### config.mk
export PLATFORM = sky130hd
export DESIGN_NAME = sssl_seq
export DESIGN_NICKNAME = d
export VERILOG_FILES = /design/src/hw/rtl/sssl_pkg.sv /design/src/hw/rtl/sssl_seq.sv
export SDC_FILE = /design/constraint.sdc
export NUM_CORES = 1
export LEC_CHECK = 0
export ABC_AREA = 1
export BUFFER_PORTS_ARGS = -buffer_cell sky130_fd_sc_hd__clkbuf_2
export CAP_MARGIN = 25
export CORE_ASPECT_RATIO = 0.9
export CORE_MARGIN = 2
export CORE_UTILIZATION = 46
export DETAILED_ROUTE_END_ITERATION = 16
export PLACE_DENSITY = 0.75
export SLEW_MARGIN = 20
export SYNTH_ARGS = -nofsm -noshare
export SYNTH_HDL_FRONTEND = slang
export SYNTH_SLANG_ARGS = --single-unit
export TNS_END_PERCENT = 30
### constraint.sdc
create_clock -name clk -period 2.85 [get_ports clk]
set_clock_uncertainty 0.1 [all_clocks]
set_input_delay 0.285 -clock clk [delete_from_list [all_inputs] [get_ports clk]]
set_output_delay 0.285 -clock clk [all_outputs]
set_load 0.1 [all_outputs]
### src/hw/rtl/sssl_pkg.sv
// Shared constants, types and command codes for the sparse matrix lookup.
`timescale 1ns / 1ps

package sssl_pkg;

    localparam int SIZE      = 32;
    localparam int NEIGHBORS = 8;

    localparam int ROW_W  = 5;
    localparam int VAL_W  = 32;
    localparam int N_W    = $clog2(SIZE) + 1;
    localparam int SLOT_W = (NEIGHBORS > 1) ? $clog2(NEIGHBORS) : 1;
    localparam int FILL_W = $clog2(NEIGHBORS + 1);
    localparam int ADDR_W = ROW_W + SLOT_W;
    localparam int DEPTH  = SIZE * (1 << SLOT_W);

    localparam logic [2:0] CMD_LOAD      = 3'd0;
    localparam logic [2:0] CMD_GET_VALUE = 3'd1;
    localparam logic [2:0] CMD_GET_ROW   = 3'd2;
    localparam logic [2:0] CMD_GET_COL   = 3'd3;
    localparam logic [2:0] CMD_CLEAR     = 3'd4;

    localparam logic [1:0] ST_OK    = 2'd0;
    localparam logic [1:0] ST_RANGE = 2'd1;
    localparam logic [1:0] ST_FULL  = 2'd2;

    typedef logic [ROW_W-1:0]  idx_t;
    typedef logic [VAL_W-1:0]  val_t;
    typedef logic [FILL_W-1:0] fill_t;
    typedef logic [N_W-1:0]    size_t;

    typedef struct packed {
        idx_t col;
        val_t val;
    } slot_t;

    typedef struct packed {
        logic              rd_en;
        logic [ADDR_W-1:0] rd_addr;
        logic              wr_en;
        logic [ADDR_W-1:0] wr_addr;
        slot_t             wr_slot;
        logic              fill_inc;
        idx_t              fill_row;
        logic              clear;
    } store_req_t;

    typedef struct packed {
        val_t       value;
        idx_t       position;
        logic [1:0] status;
        logic       last;
    } result_t;

    typedef enum logic [1:0] {
        SQ_IDLE,
        SQ_READ,
        SQ_CMP,
        SQ_EMIT
    } seq_state_t;

endpackage

### src/hw/rtl/sssl_seq.sv
// Command sequencer: slot searches, load updates and result generation.
`timescale 1ns / 1ps

module sssl_seq (
    input  logic                 clk,
    input  logic                 rst_n,
    input  logic                 in_valid,
    output logic                 in_ready,
    input  logic [2:0]           in_cmd,
    input  sssl_pkg::idx_t       in_row,
    input  sssl_pkg::idx_t       in_col,
    input  sssl_pkg::val_t       in_value,
    input  sssl_pkg::size_t      n,
    input  logic                 out_free,
    output logic                 res_valid,
    output sssl_pkg::result_t    res,
    output sssl_pkg::store_req_t req,
    input  sssl_pkg::slot_t      rd_slot,
    input  sssl_pkg::fill_t      fill
);
    import sssl_pkg::*;

    seq_state_t state_reg, state_next;
    logic [2:0] cmd_reg, cmd_next;
    idx_t       row_reg, row_next;
    idx_t       col_reg, col_next;
    val_t       val_reg, val_next;
    size_t      idx_reg, idx_next;
    logic       phase_reg, phase_next;
    fill_t      slot_reg, slot_next;
    logic       more_reg, more_next;
    result_t    res_reg, res_next;

    idx_t pr, pc, sr, tc;
    logic can_fall, last_pos;
    logic fin, fin_hit;
    val_t fin_val;
    logic row_oor, col_oor, oor;

    always_ff @(posedge clk or negedge rst_n)
    begin
        if (!rst_n)
        begin
            state_reg <= SQ_IDLE;
            more_reg  <= 1'b0;
            phase_reg <= 1'b0;
        end
        else
        begin
            state_reg <= state_next;
            more_reg  <= more_next;
            phase_reg <= phase_next;
        end
    end

    always_ff @(posedge clk)
    begin
        cmd_reg  <= cmd_next;
        row_reg  <= row_next;
        col_reg  <= col_next;
        val_reg  <= val_next;
        idx_reg  <= idx_next;
        slot_reg <= slot_next;
        res_reg  <= res_next;
    end

    // The current lookup: primary (pr, pc), and the mirrored entry as fallback for value and column queries.
    always_comb
    begin
        pr       = (cmd_reg == CMD_GET_COL) ? idx_reg[ROW_W-1:0] : row_reg;
        pc       = (cmd_reg == CMD_GET_ROW) ? idx_reg[ROW_W-1:0] : col_reg;
        sr       = phase_reg ? pc : pr;
        tc       = phase_reg ? pr : pc;
        can_fall = (cmd_reg == CMD_GET_VALUE) || (cmd_reg == CMD_GET_COL);
        last_pos = ((idx_reg + size_t'(1)) == n);
        row_oor  = ({1'b0, in_row} >= n);
        col_oor  = ({1'b0, in_col} >= n);
    end

    always_comb
    begin
        state_next = state_reg;
        cmd_next   = cmd_reg;
        row_next   = row_reg;
        col_next   = col_reg;
        val_next   = val_reg;
        idx_next   = idx_reg;
        phase_next = phase_reg;
        slot_next  = slot_reg;
        more_next  = more_reg;
        res_next   = res_reg;
        fin        = 1'b0;
        fin_hit    = 1'b0;
        fin_val    = '0;
        oor        = 1'b0;

        req          = '0;
        req.fill_row = sr;
        req.rd_addr  = {sr, slot_reg[SLOT_W-1:0]};

        in_ready  = (state_reg == SQ_IDLE);
        res_valid = (state_reg == SQ_EMIT);

        case (state_reg)
            SQ_IDLE:
            begin
                if (in_valid)
                begin
                    cmd_next   = in_cmd;
                    row_next   = in_row;
                    col_next   = in_col;
                    val_next   = in_value;
                    idx_next   = '0;
                    phase_next = 1'b0;
                    slot_next  = '0;
                    more_next  = 1'b0;
                    res_next   = '{value: '0, position: '0, status: ST_OK, last: 1'b1};
                    case (in_cmd)
                        CMD_LOAD:      oor = row_oor || col_oor;
                        CMD_GET_VALUE: oor = row_oor || col_oor;
                        CMD_GET_ROW:   oor = row_oor;
                        CMD_GET_COL:   oor = col_oor;
                        default:       oor = 1'b0;
                    endcase
                    if (in_cmd == CMD_CLEAR)
                    begin
                        req.clear  = 1'b1;
                        state_next = SQ_EMIT;
                    end
                    else if (in_cmd > CMD_CLEAR)
                    begin
                        state_next = SQ_EMIT;
                    end
                    else if (oor)
                    begin
                        res_next.status = ST_RANGE;
                        state_next      = SQ_EMIT;
                    end
                    else
                    begin
                        state_next = SQ_READ;
                    end
                end
            end

            SQ_READ:
            begin
                if (slot_reg < fill)
                begin
                    req.rd_en  = 1'b1;
                    state_next = SQ_CMP;
                end
                else if (!phase_reg && can_fall)
                begin
                    phase_next = 1'b1;
                    slot_next  = '0;
                end
                else
                begin
                    fin = 1'b1;
                end
            end

            SQ_CMP:
            begin
                if (rd_slot.col == tc)
                begin
                    fin     = 1'b1;
                    fin_hit = 1'b1;
                    fin_val = rd_slot.val;
                end
                else
                begin
                    slot_next  = slot_reg + fill_t'(1);
                    state_next = SQ_READ;
                end
            end

            SQ_EMIT:
            begin
                if (out_free)
                begin
                    if (more_reg)
                    begin
                        idx_next   = idx_reg + size_t'(1);
                        phase_next = 1'b0;
                        slot_next  = '0;
                        state_next = SQ_READ;
                    end
                    else
                    begin
                        state_next = SQ_IDLE;
                    end
                end
            end

            default:
            begin
                state_next = SQ_IDLE;
            end
        endcase

        // A lookup has ended: update the slot store or form the result.
        if (fin)
        begin
            state_next = SQ_EMIT;
            res_next   = '{value: '0, position: '0, status: ST_OK, last: 1'b1};
            more_next  = 1'b0;
            case (cmd_reg)
                CMD_LOAD:
                begin
                    req.wr_slot = '{col: col_reg, val: val_reg};
                    if (fin_hit)
                    begin
                        req.wr_en   = 1'b1;
                        req.wr_addr = {row_reg, slot_reg[SLOT_W-1:0]};
                    end
                    else if (fill >= fill_t'(NEIGHBORS))
                    begin
                        res_next.status = ST_FULL;
                    end
                    else
                    begin
                        req.wr_en    = 1'b1;
                        req.wr_addr  = {row_reg, fill[SLOT_W-1:0]};
                        req.fill_inc = 1'b1;
                    end
                end
                CMD_GET_VALUE:
                begin
                    res_next.value = fin_val;
                end
                default:
                begin
                    res_next.value    = fin_val;
                    res_next.position = idx_reg[ROW_W-1:0];
                    res_next.last     = last_pos;
                    more_next         = !last_pos;
                end
            endcase
        end
    end

    assign res = res_reg;

endmodule

* Word-level counts from Yosys, hierarchy flattened
Index checks and enable logic that the tools add are counted.
** Word-level totals
- Input bits :: 96
- Flip-flop bits (word level) :: 99
** Operators by class
- Mux-type cells :: 67
- Eq/ne operators :: 22
- Reduce and logical (&&, ||, !) cells :: 20
- Magnitude comparators :: 5
- Add/subtract/negate cells :: 2
** Operators with widths (number)
- two-way mux 40 bit :: 3
- two-way mux 32 bit :: 3
- two-way mux 47 bit :: 2
- two-way mux 1 bit :: 26
- two-way mux 5 bit :: 5
- two-way mux 4 bit :: 6
- two-way mux 2 bit :: 11
- two-way mux 6 bit :: 3
- two-way mux 9 bit :: 2
- one-hot mux 4 bit (4 select lines) :: 1
- equality test 3 x 2 -> 1 bit (second input constant) :: 4
- greater-or-equal comparator 5 x 6 -> 1 bit :: 2
- one-hot mux 6 bit (2 select lines) :: 1
- AND reduction 6 bit :: 2
- inequality test 2 bit (second input constant) :: 5
- one-hot mux 2 bit (4 select lines) :: 1
- AND reduction 4 bit :: 2
- adder 6 x 1 -> 6 bit (second input constant) :: 1
- equality test 3 x 1 -> 1 bit (second input constant) :: 2
- equality test 6 bit :: 1
- zero test 3 bit :: 2
- inequality test 3 x 2 -> 1 bit (second input constant) :: 2
- inequality test 3 bit (second input constant) :: 2
- one-hot mux 1 bit (3 select lines) :: 2
- other kinds (18) :: 25

* Logic depth before layout (Yosys ltp)
- Word-level depth :: 11
- Gate-level depth with buffers :: 17

* Worst setup path after synthesis
Ideal clock, no wire load.
- Path type :: reg2out
- Start point :: register state_reg[0]
- End point :: output port req[0] (netlist name)
- Required time :: 2465 ps
- Data arrival time :: 4469 ps
- Cell stages (with the launch flop) :: 5
- Buffers on the path :: 0
- Slack :: -2004 ps
- Path through :: dfrtp_1 inv_1 ha_1 nand2_1 nor4_1
** RTL lines
- start: declaration :: RTL line sssl_seq.sv:23 : seq_state_t state_reg, state_next;
- start signal: assignment :: RTL line sssl_seq.sv:50 : state_reg <= state_next;
- end: declaration :: RTL line sssl_seq.sv:17 : output sssl_pkg::store_req_t req,

==> results.yml <==
timing:
  slew-limit-headroom: 0.620
  min_period_over_period: 1.06
  hold_viol: 0
  worstMarginPinSlew_ns: 0.573
  finalCriticalPeriod_ns: 3.02
  fin_setup_tns_ns: -5.66
  rsz0062_at_grt: "yes"
  drv_slew: 0
  fmax_mhz: 331
  setup_viol: 47
  worst_slack_ns: -0.168
clock_tree:
  clkTransAtPathRegs_ns: 0.07
  clk_latency_ns: 0.35
  root_buffer: "clkbuf_16"
  h-tree-depth: 3
  cts-buffers-inserted: 9
  cts_sinks: 99
  cts_tree: "yes"
  clock_path_buffers: 2
critical_path:
  required_ns: 2.47
  cp.arrival_ns: 2.63
  startpoint_type: "register"
  path_max_fanout: 7
  startpoint: "cmd_reg[2]$_DFFE_PP_"
  cp-end-kind: "primary output"
  reg2reg_from: "cmd_reg[2]$_DFFE_PP_"
  worstSetupPathType: "register to primary output"
worst_hold_path:
  hp-start: "in_value[9]"
  hp-class: "primary input to register"
final_layout:
  largest_reg_flops: 40
  antenna_cells: 0
  design.final.nets: 898
  drive_gt1_frac: 0.465
  multiInputGateArea_sq_um: 2450
  layout.cells.non_filler: 947
  regArea_sq_um: 2950
  area_growth_pct: 47.8
  fill_cells: 895
  finalInstanceArea_sq_um: 8400
synth:
  ys_ff_latch: 99
  synth_nets: 668
  synth.distinct_cells: 35
  synth_top_area_share: 0.502
  synthTopCellsByCount: "nand2_1 (113), edfxtp_1 (95), inv_1 (88), nor2_4 (61), nor2_1 (51)"
  syn_area_sq_um: 5680
  synth_area_per_cell_sq_um: 10.3
  synthTopCellsByArea: "edfxtp_1 (50%), nor2_4 (12%), nand2_1 (7.5%)"
  synthFlopType: "edfxtp_1"
  synth_most_common_cell: "nand2_1"
  yosysWarnings: 0
  yosysTopAreaCell: "edfxtp_1"
  synthCells: 552
  ys_seq_area_frac: 0.520
  synthArstFlopShare: 0.0404
  synth_edf_count: 95
global_routing:
  grt_max_degree: 41
  grt_pass1_wl_mm: 22.2
  antenna_found_initial: 0
  grt_pass1_vias: 4603
  grt_use_total: 0.217
  overflow: 0
drt:
  dr.pass1.iters: 5
  avgRoutedWirePerCell_um: 15.0
  vias: 4560
  route.detailed.drc: 0
  antenna_left: 0
  totalWireLength_mm: 14.2
  via_per_inst: 4.82
  drt_iter0_markers: 295
die:
  rows: 38
  dieArea_sq_um: 13300
  boundaryPins: 200
  die_h_um: 109
  die_w_um: 121
  core-area_sq_um: 12100
  initial_core_util: 0.471
place:
  dp_cells: 899
  routabilityCongestion: 0.953
  io_buffers: 199
  dpl.hpwl_mm: 10.8
  placed_area_sq_um: 7550
run_status:
  run_status: "finished, violations left"
  violations: "setup timing"
power:
  power_density_nw_per_um2: 964
  p_leak_nw: 3.62
  vdd_drop_max_v: 0.000407
flow_run:
  drv_cap: 0
[worst max-delay path, stage by stage (launching register included)]
cell	delay, ns
edfxtp_1	0.48
nor2_4	0.25
nand2_4	0.13
nand2_1	0.09
nand3_1	0.11
nand3_1	0.14
nand2_2	0.07
nor2_4	0.15
nand4_4	0.16
nand2_8	0.16
nand3_4	0.19
nor2_4	0.17
buf_12	0.18
[final timing paths]
path                                         end  slack [ns]  cells after the start
min in group asynchronous   more_reg$_DFFE_PN0P_        0.24                      2
setup reg to reg           res[19]$_SDFFCE_PP0P_        0.20                     13
hold / removal              val_reg[9]$_DFFE_PP_        0.01                      1
setup / recovery                         req[50]       -0.17                     12
hold reg to reg             more_reg$_DFFE_PN0P_        0.50                      2
max in group asynchronous  phase_reg$_DFFE_PN0P_        2.27                      2
[layout make-up]
class,instances,area share
Inverter,90,0.0422
Sequential cell,99,0.352
Clock inverter,6,0.0133
Clock buffer,10,0.0273
Multi-Input combinational cell,340,0.292
Tap cell,160,0.0238
Timing Repair Buffer,242,0.250
[report_power, final]
part	internal [mW]	leakage (nW)	total, mW	switching, mW
Sequential	2.11	0.956	2.34	0.232
Combinational	0.876	2.50	4.37	3.49
Clock	0.860	0.163	1.38	0.521
[kinds of logic (layout without fill, tap and decap cells)]
logic type	Yosys count	after routing	share of synthesized area
buffers and inverters	113	348	0.100
DFF	99	99	0.520
adders and majority gates	20	20	0.0440
AOI/OAI and AO/OA	22	22	0.0229
and+or+nand+nor	287	287	0.296
xor gates and xnor gates	11	11	0.0170
[stage by stage]
stage	hold slack [ns]	power, mW	worst slack (ns)	util
2_1_floorplan	-0.111	5.80	-0.405	-
4_1_cts	0.0000188	8.07	-0.124	0.684
3_3_place_gp	0.000655	6.45	0.130	0.625
5_1_grt	-0.00139	8.45	-0.296	0.696
3_5_place_dp	0.00943	6.52	0.0590	0.625
6_report	0.0120	8.09	-0.168	0.696
[layer usage]
layer,share of wire,global-route usage
met5,0,0
met4,0.022,0.0903
met3,0.076,0.0690
met1,0.40,0.264
met2,0.50,0.360
[repair_timing]
action,4_1_cts,5_1_grt
setup buffers,14,5
pin swaps,18,13
endpoints found under the setup margin,47,47
hold endpoints to repair,12,4
gates resized for setup,46,12
hold buffers,9,4
[layout by cell type, fill, tap and decap left out, drive strengths merged]
cell type	n
o211ai	1
o22ai	1
inv	91
bufinv	3
clkbuf	162
a31oi	5
edfxtp	95
ha	20
nor2	115
buf	77
dfrtp	4
a211oi	1
o2111ai	2
dlygate4sd3	13
nand2	118
nor4	1
o21ai	9
nand3b	3
xor2	7
clkinv	1
clkinvlp	1
nand3	40
nor3	4
xnor2	4
nand4	5
a21oi	3
or2	1
No activity file was read; power rests on OpenSTA's default activity.
